`config.mk`:
```
export PLATFORM = sky130hd
export DESIGN_NAME = line_raster_window_commands
export DESIGN_NICKNAME = d
export VERILOG_FILES = /design/src/lrwc_pkg.sv /design/src/lrwc_stepper.sv /design/src/lrwc_serializer.sv /design/src/line_raster_window_commands.sv
export SDC_FILE = /design/constraint.sdc
export NUM_CORES = 1
export LEC_CHECK = 0
export ABC_AREA = 1
export BUFFER_PORTS_ARGS = -buffer_cell sky130_fd_sc_hd__buf_2
export CAP_MARGIN = 40
export CORE_ASPECT_RATIO = 0.9
export CORE_MARGIN = 4
export CORE_UTILIZATION = 45
export CTS_BUF_LIST = sky130_fd_sc_hd__clkbuf_16
export DETAILED_ROUTE_END_ITERATION = 10
export GPL_ROUTABILITY_DRIVEN = 0
export MAX_ROUTING_LAYER = met4
export PLACE_DENSITY = 0.69
export SLEW_MARGIN = 0
export SYNTH_ARGS = -nofsm -noshare
export SYNTH_HDL_FRONTEND = slang
export SYNTH_HIERARCHICAL = 1
export SYNTH_SLANG_ARGS = --single-unit
```
`constraint.sdc`:
```
create_clock -name clk -period 6.8 [get_ports clk]
set_input_delay 0.68 -clock clk [delete_from_list [all_inputs] [get_ports clk]]
set_output_delay 0.68 -clock clk [all_outputs]
set_load 0.05 [all_outputs]
```
`src/lrwc_pkg.sv`:
```
// Shared types and constants for the line raster window command block.
`default_nettype none

package lrwc_pkg;

  localparam logic       ModeLoad       = 1'b0;
  localparam logic       ModeStep       = 1'b1;

  localparam logic [7:0] CmdColumnSet   = 8'h2A;
  localparam logic [7:0] CmdRowSet      = 8'h2B;
  localparam logic [7:0] CmdMemoryWrite = 8'h2C;

  localparam int         BytesPerPixel  = 14;
  localparam int         IdxW           = $clog2(BytesPerPixel);

  typedef logic [IdxW-1:0] idx_t;

  typedef struct packed {
    logic        mode;
    logic [15:0] start_x;
    logic [15:0] start_y;
    logic [15:0] end_x;
    logic [15:0] end_y;
    logic [15:0] pixel_color;
  } lrwc_in_t;

  typedef struct packed {
    logic [7:0] out_byte;
    logic       is_data;
    logic       last_of_pixel;
    logic       line_done;
  } lrwc_out_t;

  // one pixel handed from the stepper to the serializer
  typedef struct packed {
    logic [15:0] col;
    logic [15:0] row;
    logic [15:0] color;
    logic        done;
  } lrwc_pixel_t;

endpackage

`default_nettype wire

```
`src/lrwc_stepper.sv`:
```
// Line state registers and the Bresenham position and error update.
`default_nettype none

module lrwc_stepper (
  input  wire                   clk,
  input  wire                   rst_n,
  input  wire                   accept,
  input  lrwc_pkg::lrwc_in_t    in_word,
  output logic                  pix_valid,
  output lrwc_pkg::lrwc_pixel_t pix
);
  import lrwc_pkg::*;

  logic [15:0] cur_col_r, cur_col_nxt;
  logic [15:0] cur_row_r, cur_row_nxt;
  logic [15:0] goal_col_r, goal_col_nxt;
  logic [15:0] goal_row_r, goal_row_nxt;
  logic [15:0] delta_col_r, delta_col_nxt;
  logic [15:0] delta_row_r, delta_row_nxt;
  logic        col_dir_neg_r, col_dir_neg_nxt;
  logic        row_dir_neg_r, row_dir_neg_nxt;
  logic [17:0] error_term_r, error_term_nxt;
  logic [15:0] line_color_r, line_color_nxt;
  logic        line_active_r, line_active_nxt;

  logic        done;
  logic        col_lt, row_lt;
  logic [15:0] ld_dcol, ld_drow;
  logic [19:0] e2, dc_ext, ndr_ext, err_sum;
  logic        move_col, move_row;

  assign done = (cur_col_r == goal_col_r) && (cur_row_r == goal_row_r);

  assign col_lt  = in_word.start_x < in_word.end_x;
  assign row_lt  = in_word.start_y < in_word.end_y;
  assign ld_dcol = col_lt ? in_word.end_x - in_word.start_x : in_word.start_x - in_word.end_x;
  assign ld_drow = row_lt ? in_word.end_y - in_word.start_y : in_word.start_y - in_word.end_y;

  // e2 = 2 * error, compared against -delta_row and delta_col
  assign e2       = {{1{error_term_r[17]}}, error_term_r, 1'b0};
  assign dc_ext   = {4'b0, delta_col_r};
  assign ndr_ext  = 20'(-{4'b0, delta_row_r});
  assign move_col = $signed(e2) > $signed(ndr_ext);
  assign move_row = $signed(e2) < $signed(dc_ext);
  assign err_sum  = {{2{error_term_r[17]}}, error_term_r}
                  + (move_col ? ndr_ext : 20'd0)
                  + (move_row ? dc_ext : 20'd0);

  assign pix_valid = accept && (in_word.mode == ModeStep) && line_active_r;
  assign pix.col   = cur_col_r;
  assign pix.row   = cur_row_r;
  assign pix.color = line_color_r;
  assign pix.done  = done;

  always_comb begin
    cur_col_nxt     = cur_col_r;
    cur_row_nxt     = cur_row_r;
    goal_col_nxt    = goal_col_r;
    goal_row_nxt    = goal_row_r;
    delta_col_nxt   = delta_col_r;
    delta_row_nxt   = delta_row_r;
    col_dir_neg_nxt = col_dir_neg_r;
    row_dir_neg_nxt = row_dir_neg_r;
    error_term_nxt  = error_term_r;
    line_color_nxt  = line_color_r;
    line_active_nxt = line_active_r;
    if (accept && (in_word.mode == ModeLoad)) begin
      cur_col_nxt     = in_word.start_x;
      cur_row_nxt     = in_word.start_y;
      goal_col_nxt    = in_word.end_x;
      goal_row_nxt    = in_word.end_y;
      delta_col_nxt   = ld_dcol;
      delta_row_nxt   = ld_drow;
      col_dir_neg_nxt = !col_lt;
      row_dir_neg_nxt = !row_lt;
      error_term_nxt  = {2'b0, ld_dcol} - {2'b0, ld_drow};
      line_color_nxt  = in_word.pixel_color;
      line_active_nxt = 1'b1;
    end else if (pix_valid) begin
      if (done) begin
        line_active_nxt = 1'b0;
      end else begin
        error_term_nxt = err_sum[17:0];
        if (move_col) begin
          cur_col_nxt = col_dir_neg_r ? cur_col_r - 16'd1 : cur_col_r + 16'd1;
        end
        if (move_row) begin
          cur_row_nxt = row_dir_neg_r ? cur_row_r - 16'd1 : cur_row_r + 16'd1;
        end
      end
    end
  end

  always_ff @(posedge clk) begin
    if (!rst_n) begin
      cur_col_r     <= '0;
      cur_row_r     <= '0;
      goal_col_r    <= '0;
      goal_row_r    <= '0;
      delta_col_r   <= '0;
      delta_row_r   <= '0;
      col_dir_neg_r <= 1'b0;
      row_dir_neg_r <= 1'b0;
      error_term_r  <= '0;
      line_color_r  <= '0;
      line_active_r <= 1'b0;
    end else begin
      cur_col_r     <= cur_col_nxt;
      cur_row_r     <= cur_row_nxt;
      goal_col_r    <= goal_col_nxt;
      goal_row_r    <= goal_row_nxt;
      delta_col_r   <= delta_col_nxt;
      delta_row_r   <= delta_row_nxt;
      col_dir_neg_r <= col_dir_neg_nxt;
      row_dir_neg_r <= row_dir_neg_nxt;
      error_term_r  <= error_term_nxt;
      line_color_r  <= line_color_nxt;
      line_active_r <= line_active_nxt;
    end
  end

endmodule

`default_nettype wire

```
`src/lrwc_serializer.sv`:
```
// Pixel holding slot and the fourteen-byte command/data sequencer.
`default_nettype none

module lrwc_serializer (
  input  wire                   clk,
  input  wire                   rst_n,
  input  wire                   pix_valid,
  input  lrwc_pkg::lrwc_pixel_t pix,
  output logic                  pend_free,
  output logic                  out_valid,
  input  wire                   out_ready,
  output lrwc_pkg::lrwc_out_t   out_word
);
  import lrwc_pkg::*;

  localparam idx_t IdxColCmd  = idx_t'(0);
  localparam idx_t IdxColHi0  = idx_t'(1);
  localparam idx_t IdxColLo0  = idx_t'(2);
  localparam idx_t IdxColHi1  = idx_t'(3);
  localparam idx_t IdxColLo1  = idx_t'(4);
  localparam idx_t IdxRowCmd  = idx_t'(5);
  localparam idx_t IdxRowHi0  = idx_t'(6);
  localparam idx_t IdxRowLo0  = idx_t'(7);
  localparam idx_t IdxRowHi1  = idx_t'(8);
  localparam idx_t IdxRowLo1  = idx_t'(9);
  localparam idx_t IdxWrCmd0  = idx_t'(10);
  localparam idx_t IdxWrCmd1  = idx_t'(11);
  localparam idx_t IdxColorHi = idx_t'(12);
  localparam idx_t IdxColorLo = idx_t'(BytesPerPixel - 1);

  logic        pend_valid_r, pend_valid_nxt;
  lrwc_pixel_t pend_r;
  logic        busy_r, busy_nxt;
  lrwc_pixel_t pix_r;
  idx_t        idx_r, idx_nxt;

  logic fire, last, load_pix;

  assign fire     = busy_r && out_ready;
  assign last     = idx_r == IdxColorLo;
  assign load_pix = pend_valid_r && (!busy_r || (fire && last));

  assign pend_free = !pend_valid_r;
  assign out_valid = busy_r;

  always_comb begin
    pend_valid_nxt = pend_valid_r;
    if (pix_valid) begin
      pend_valid_nxt = 1'b1;
    end else if (load_pix) begin
      pend_valid_nxt = 1'b0;
    end
    busy_nxt = busy_r;
    idx_nxt  = idx_r;
    if (load_pix) begin
      busy_nxt = 1'b1;
      idx_nxt  = IdxColCmd;
    end else if (fire) begin
      if (last) begin
        busy_nxt = 1'b0;
      end
      idx_nxt = idx_r + idx_t'(1);
    end
  end

  always_comb begin
    out_word = '0;
    unique case (idx_r)
      IdxColCmd: begin
        out_word.out_byte = CmdColumnSet;
      end
      IdxColHi0, IdxColHi1: begin
        out_word.out_byte = pix_r.col[15:8];
        out_word.is_data  = 1'b1;
      end
      IdxColLo0, IdxColLo1: begin
        out_word.out_byte = pix_r.col[7:0];
        out_word.is_data  = 1'b1;
      end
      IdxRowCmd: begin
        out_word.out_byte = CmdRowSet;
      end
      IdxRowHi0, IdxRowHi1: begin
        out_word.out_byte = pix_r.row[15:8];
        out_word.is_data  = 1'b1;
      end
      IdxRowLo0, IdxRowLo1: begin
        out_word.out_byte = pix_r.row[7:0];
        out_word.is_data  = 1'b1;
      end
      IdxWrCmd0, IdxWrCmd1: begin
        out_word.out_byte = CmdMemoryWrite;
      end
      IdxColorHi: begin
        out_word.out_byte = pix_r.color[15:8];
        out_word.is_data  = 1'b1;
      end
      IdxColorLo: begin
        out_word.out_byte      = pix_r.color[7:0];
        out_word.is_data       = 1'b1;
        out_word.last_of_pixel = 1'b1;
        out_word.line_done     = pix_r.done;
      end
      default: begin
        out_word = '0;
      end
    endcase
  end

  always_ff @(posedge clk) begin
    if (!rst_n) begin
      pend_valid_r <= 1'b0;
      busy_r       <= 1'b0;
      idx_r        <= IdxColCmd;
    end else begin
      pend_valid_r <= pend_valid_nxt;
      busy_r       <= busy_nxt;
      idx_r        <= idx_nxt;
    end
  end

  always_ff @(posedge clk) begin
    if (pix_valid) begin
      pend_r <= pix;
    end
    if (load_pix) begin
      pix_r <= pend_r;
    end
  end

endmodule

`default_nettype wire

```
`src/line_raster_window_commands.sv`:
```
// Top level: line rasterizer that streams column/row window and pixel bytes.
//
//   channel | direction | handshake              | word
//   --------+-----------+------------------------+---------------------
//   in_     | input     | in_valid / in_ready    | lrwc_in_t  (load or step)
//   out_    | output    | out_valid / out_ready  | lrwc_out_t (one byte)
//
// A load word yields no bytes. A step word on an active line yields 14 bytes,
// one per cycle at the out port while out_ready stays high.
// A step is taken into a one-pixel holding slot while the previous pixel's bytes
// still go out; in_ready drops only while that slot is occupied.
// Reset clears the line (no line active) and empties the slot and the sequencer.
// out_ready low holds the current byte; the input stalls once the slot is full.
`default_nettype none

module line_raster_window_commands (
  input  wire                 clk,
  input  wire                 rst_n,
  input  wire                 in_valid,
  output logic                in_ready,
  input  lrwc_pkg::lrwc_in_t  in_word,
  output logic                out_valid,
  input  wire                 out_ready,
  output lrwc_pkg::lrwc_out_t out_word
);
  import lrwc_pkg::*;

  logic        accept;
  logic        pix_valid;
  lrwc_pixel_t pix;

  assign accept = in_valid && in_ready;

  lrwc_stepper u_stepper (
    .clk       (clk),
    .rst_n     (rst_n),
    .accept    (accept),
    .in_word   (in_word),
    .pix_valid (pix_valid),
    .pix       (pix)
  );

  lrwc_serializer u_serializer (
    .clk       (clk),
    .rst_n     (rst_n),
    .pix_valid (pix_valid),
    .pix       (pix),
    .pend_free (in_ready),
    .out_valid (out_valid),
    .out_ready (out_ready),
    .out_word  (out_word)
  );

`ifndef SYNTH
  // a pixel handed over always fills the slot, so the next word must wait
  a_slot_fills: assert property (@(posedge clk) disable iff (!rst_n)
    pix_valid |=> !in_ready)
    else $error("pixel handed over but slot not marked full");

  // the bytes of one pixel go out without a gap
  a_no_gap: assert property (@(posedge clk) disable iff (!rst_n)
    out_valid && out_ready && !out_word.last_of_pixel |=> out_valid)
    else $error("gap inside a pixel's byte run");

  a_done_on_last: assert property (@(posedge clk) disable iff (!rst_n)
    out_valid && out_word.line_done |-> out_word.last_of_pixel && out_word.is_data)
    else $error("done mark away from the final byte of a pixel");
`endif

endmodule

`default_nettype wire

```
==> metrics <==
total power=~4.9 mW; number of diodes=0; Synth Area in Simple Gates=0.2116; Unique masters post-synth=52; Post-CTS Setup Bufs=0; Least-Margin Pin Slew=832.7 ps; multi-input logic area=between 10000 and 15000 um2; initial core utilization=0.4541; Seq/Total Area, Yosys=0.3293; largest family of logic cells by synthesized area=simple AND/OR/NAND/NOR gates; Buffers on Ports=between 90 and 100; Setup-failing EPs final=0; TritonRoute pass-1 iters=6; fmax=between 0.15 and 0.2 GHz; CTS sink cnt=about 240; leak pwr=about 9.1 nW; top_reg_cell synth=dfxtp_1; clk_lat worst skew=550 ps; post-synthesis xor/xnor area fraction=0.05692; Crit-path slowest cell=fa_1; die area=between 40000 and 50000 um2; Synth area leader=edfxtp_1; setup TNS=0 ps; Fillers=between 3000 and 4000; Slew HR=0.4448; hpwl dp=38620 um; crit end category=flop; post-synthesis mux area share=0; gr ovfl total=0; fraction of layout cells with a size suffix above 1=0.08140; antenna violations before repair=0; largest registers=u_serializer/pend_r (49), u_serializer/pix_r (49), u_stepper/error_term_r (18); most instantiated cells after synthesis=454 x nand2_1, 295 x inv_1, 234 x a21oi_1; number of global-route vias before repair=roughly 15000; drt wl/cell=17.11 um; Clock Pin Slew Worst Setup and Hold Paths=approximately 60 ps; Final Critical Period=5861 ps; # resized after CTS=0; gr usage total=0.2374; Final Cycle Share=0.8620; top cell type's share of synthesized area=0.1693; Max Clock Skew=between 20 and 30 ps; Final ANT Viol Nets=0; Fin Hold WS=between 300 and 400 ps; first-pass GRT wire length=79980 um; Yosys reg bits=roughly 240; largest net degree at the start of global routing=between 80 and 90; CTS root buf=clkbuf_16; asr flop ratio synth=0; Area growth, synth to finish=9.959%; most common cell in the synthesized netlist=nand2_1; sequential cell area=5725 um2; CTS tree=yes; Gate Count Post-Synth=2327; core area=between 30000 and 40000 um2; PD cells=257.2 nW/um2; Worst setup startpoint=u_stepper/delta_row_r[0]; via count normalized by instance count=5.519; syn nets=2598; Num CTS Buffers=26; num rows=68; Worst Min Path Start=in_word[4]; Avg Inst Size Synth=~7.5 um2; drc violations=0; worst r2r src=u_stepper/delta_row_r[0]; final core occ=0.4993; RSZ-0062 raised after global routing=no; 1st-iter DRT viols=1566; worst path arrival time=6280 ps; Hold Crit Class=primary input to flop; Max Cap Viol=0; final instance area=19120 um2; die height=between 150 and 200 um; setup ws final=938.6 ps; Synth Warn #=6; # IOs=98; pre-CTS WS=1068 ps; CTS max path bufs=3; final non-filler cell total=2898; DP Area=between 15000 and 20000 um2; Startpoint Class=flop; placed insts=2850; number of enable flip-flop cells after synthesis=98; WP data required=between 7000 and 8000 ps; top cells by area, synth=edfxtp_1 17%, dfxtp_1 16%, ha_1 12%; die width=approximately 220 um; Synth Area in Adders=0.1442; Final Hold Viols=0; area of the mapped netlist=approximately 17000 um2; Peak VDD IR=0.0002023 V; hold_buf cts=0; Max stage delay on crit path=~510 ps; Final #Nets=~2700; outcome=completed; Via Count=between 15000 and 20000; H-tree depth=1; critical setup path kind=flop to flop; Max Slew Vio Count=0; crit-path max FO=17; final wirelength=49590 um; Synth Area in Compound Gates=0.1721
[per-layer routing]
layer | share of wire | routed length [um] | up-vias | global-route usage
met3 | 0.098 | 4844 | 60 | 0.05956
met4 | 0.020 | 1009 | 0 | 0.04866
met2 | 0.42 | 20830 | 662 | 0.3523
li1 | - | - | 7855 | -
met5 | 0 | 0 | - | -
met1 | 0.46 | 22910 | 7416 | 0.3310
[cell type report]
cell class              instances  area share
flip-flops and latches        237      0.2995
inverters                     305     0.06014
clock buffers                  26     0.03403
repair buffers                104     0.02945
clock inverters                22     0.01270
well taps                     490     0.03207
multi-input cells            1714      0.5321
[worst max-delay path, delay by kind of cell, from the launching register on]
family / cells / cell delay, ps
and+or+nand+nor: 17 / 2230
buffers and inverters: 6 / 520
adders and majority gates: 4 / 1350
AOI/OAI and AO/OA: 7 / 1270
DFF: 1 / 360
[logic make-up after synthesis]
| kind of cell | count (synthesis) |
|---|---|
| simple gates | 870 |
| compound gates | 545 |
| buf+inv | 376 |
| flops | 237 |
| fa+ha+maj | 186 |
| xor+xnor | 113 |
[cells in the final DEF, fill, tap and decap left out, types with 4 or more instances in the layout]
| cell type | Yosys | layout |
|---|---|---|
| bufinv_16 | 0 | 4 |
| clkinv_4 | 0 | 5 |
| nand3_1 | 105 | 105 |
| nand2_1 | 454 | 454 |
| inv_2 | 7 | 10 |
| dfxtp_1 | 139 | 139 |
| xnor2_1 | 44 | 44 |
| a21boi_0 | 9 | 9 |
| nor3_1 | 14 | 14 |
| xor2_1 | 69 | 69 |
| o211ai_1 | 6 | 6 |
| a21oi_2 | 11 | 11 |
| a21oi_1 | 234 | 234 |
| nand3b_1 | 10 | 10 |
| nand2_2 | 5 | 5 |
| a211oi_1 | 5 | 5 |
| nor2_1 | 224 | 224 |
| nor2_4 | 3 | 4 |
| buf_2 | 12 | 97 |
| o21ai_0 | 191 | 191 |
| edfxtp_1 | 98 | 98 |
| o21bai_1 | 12 | 12 |
| nand4_1 | 28 | 28 |
| buf_4 | 5 | 5 |
| a21o_1 | 15 | 15 |
| a31oi_1 | 25 | 25 |
| o31ai_1 | 4 | 4 |
| clkinv_1 | 1 | 5 |
| or2_2 | 6 | 6 |
| o21ai_1 | 14 | 14 |
| fa_1 | 24 | 24 |
| inv_1 | 295 | 294 |
| nand2_4 | 4 | 4 |
| a221oi_1 | 6 | 6 |
| clkbuf_16 | 0 | 26 |
| nor4_1 | 4 | 4 |
| ha_1 | 162 | 162 |
[worst paths after layout]
path                                      to  slack, ps  depth (start not counted)
setup / recovery  u_stepper/error_term_r[16]        940                         34
hold / removal     u_stepper/line_color_r[4]        360                          3
setup reg to reg  u_stepper/error_term_r[16]        940                         34
hold reg to reg        u_serializer/pix_r[8]        400                          0
[where the power goes]
group / internal [mW] / switching, mW / total (mW)
Combinational: 0.619 / 1.20 / 1.82
Clock: 0.859 / 0.605 / 1.46
Sequential: 1.55 / 0.0804 / 1.63
Total: 3.03 / 1.89 / 4.92
Power figures use the tool's default switching activity.
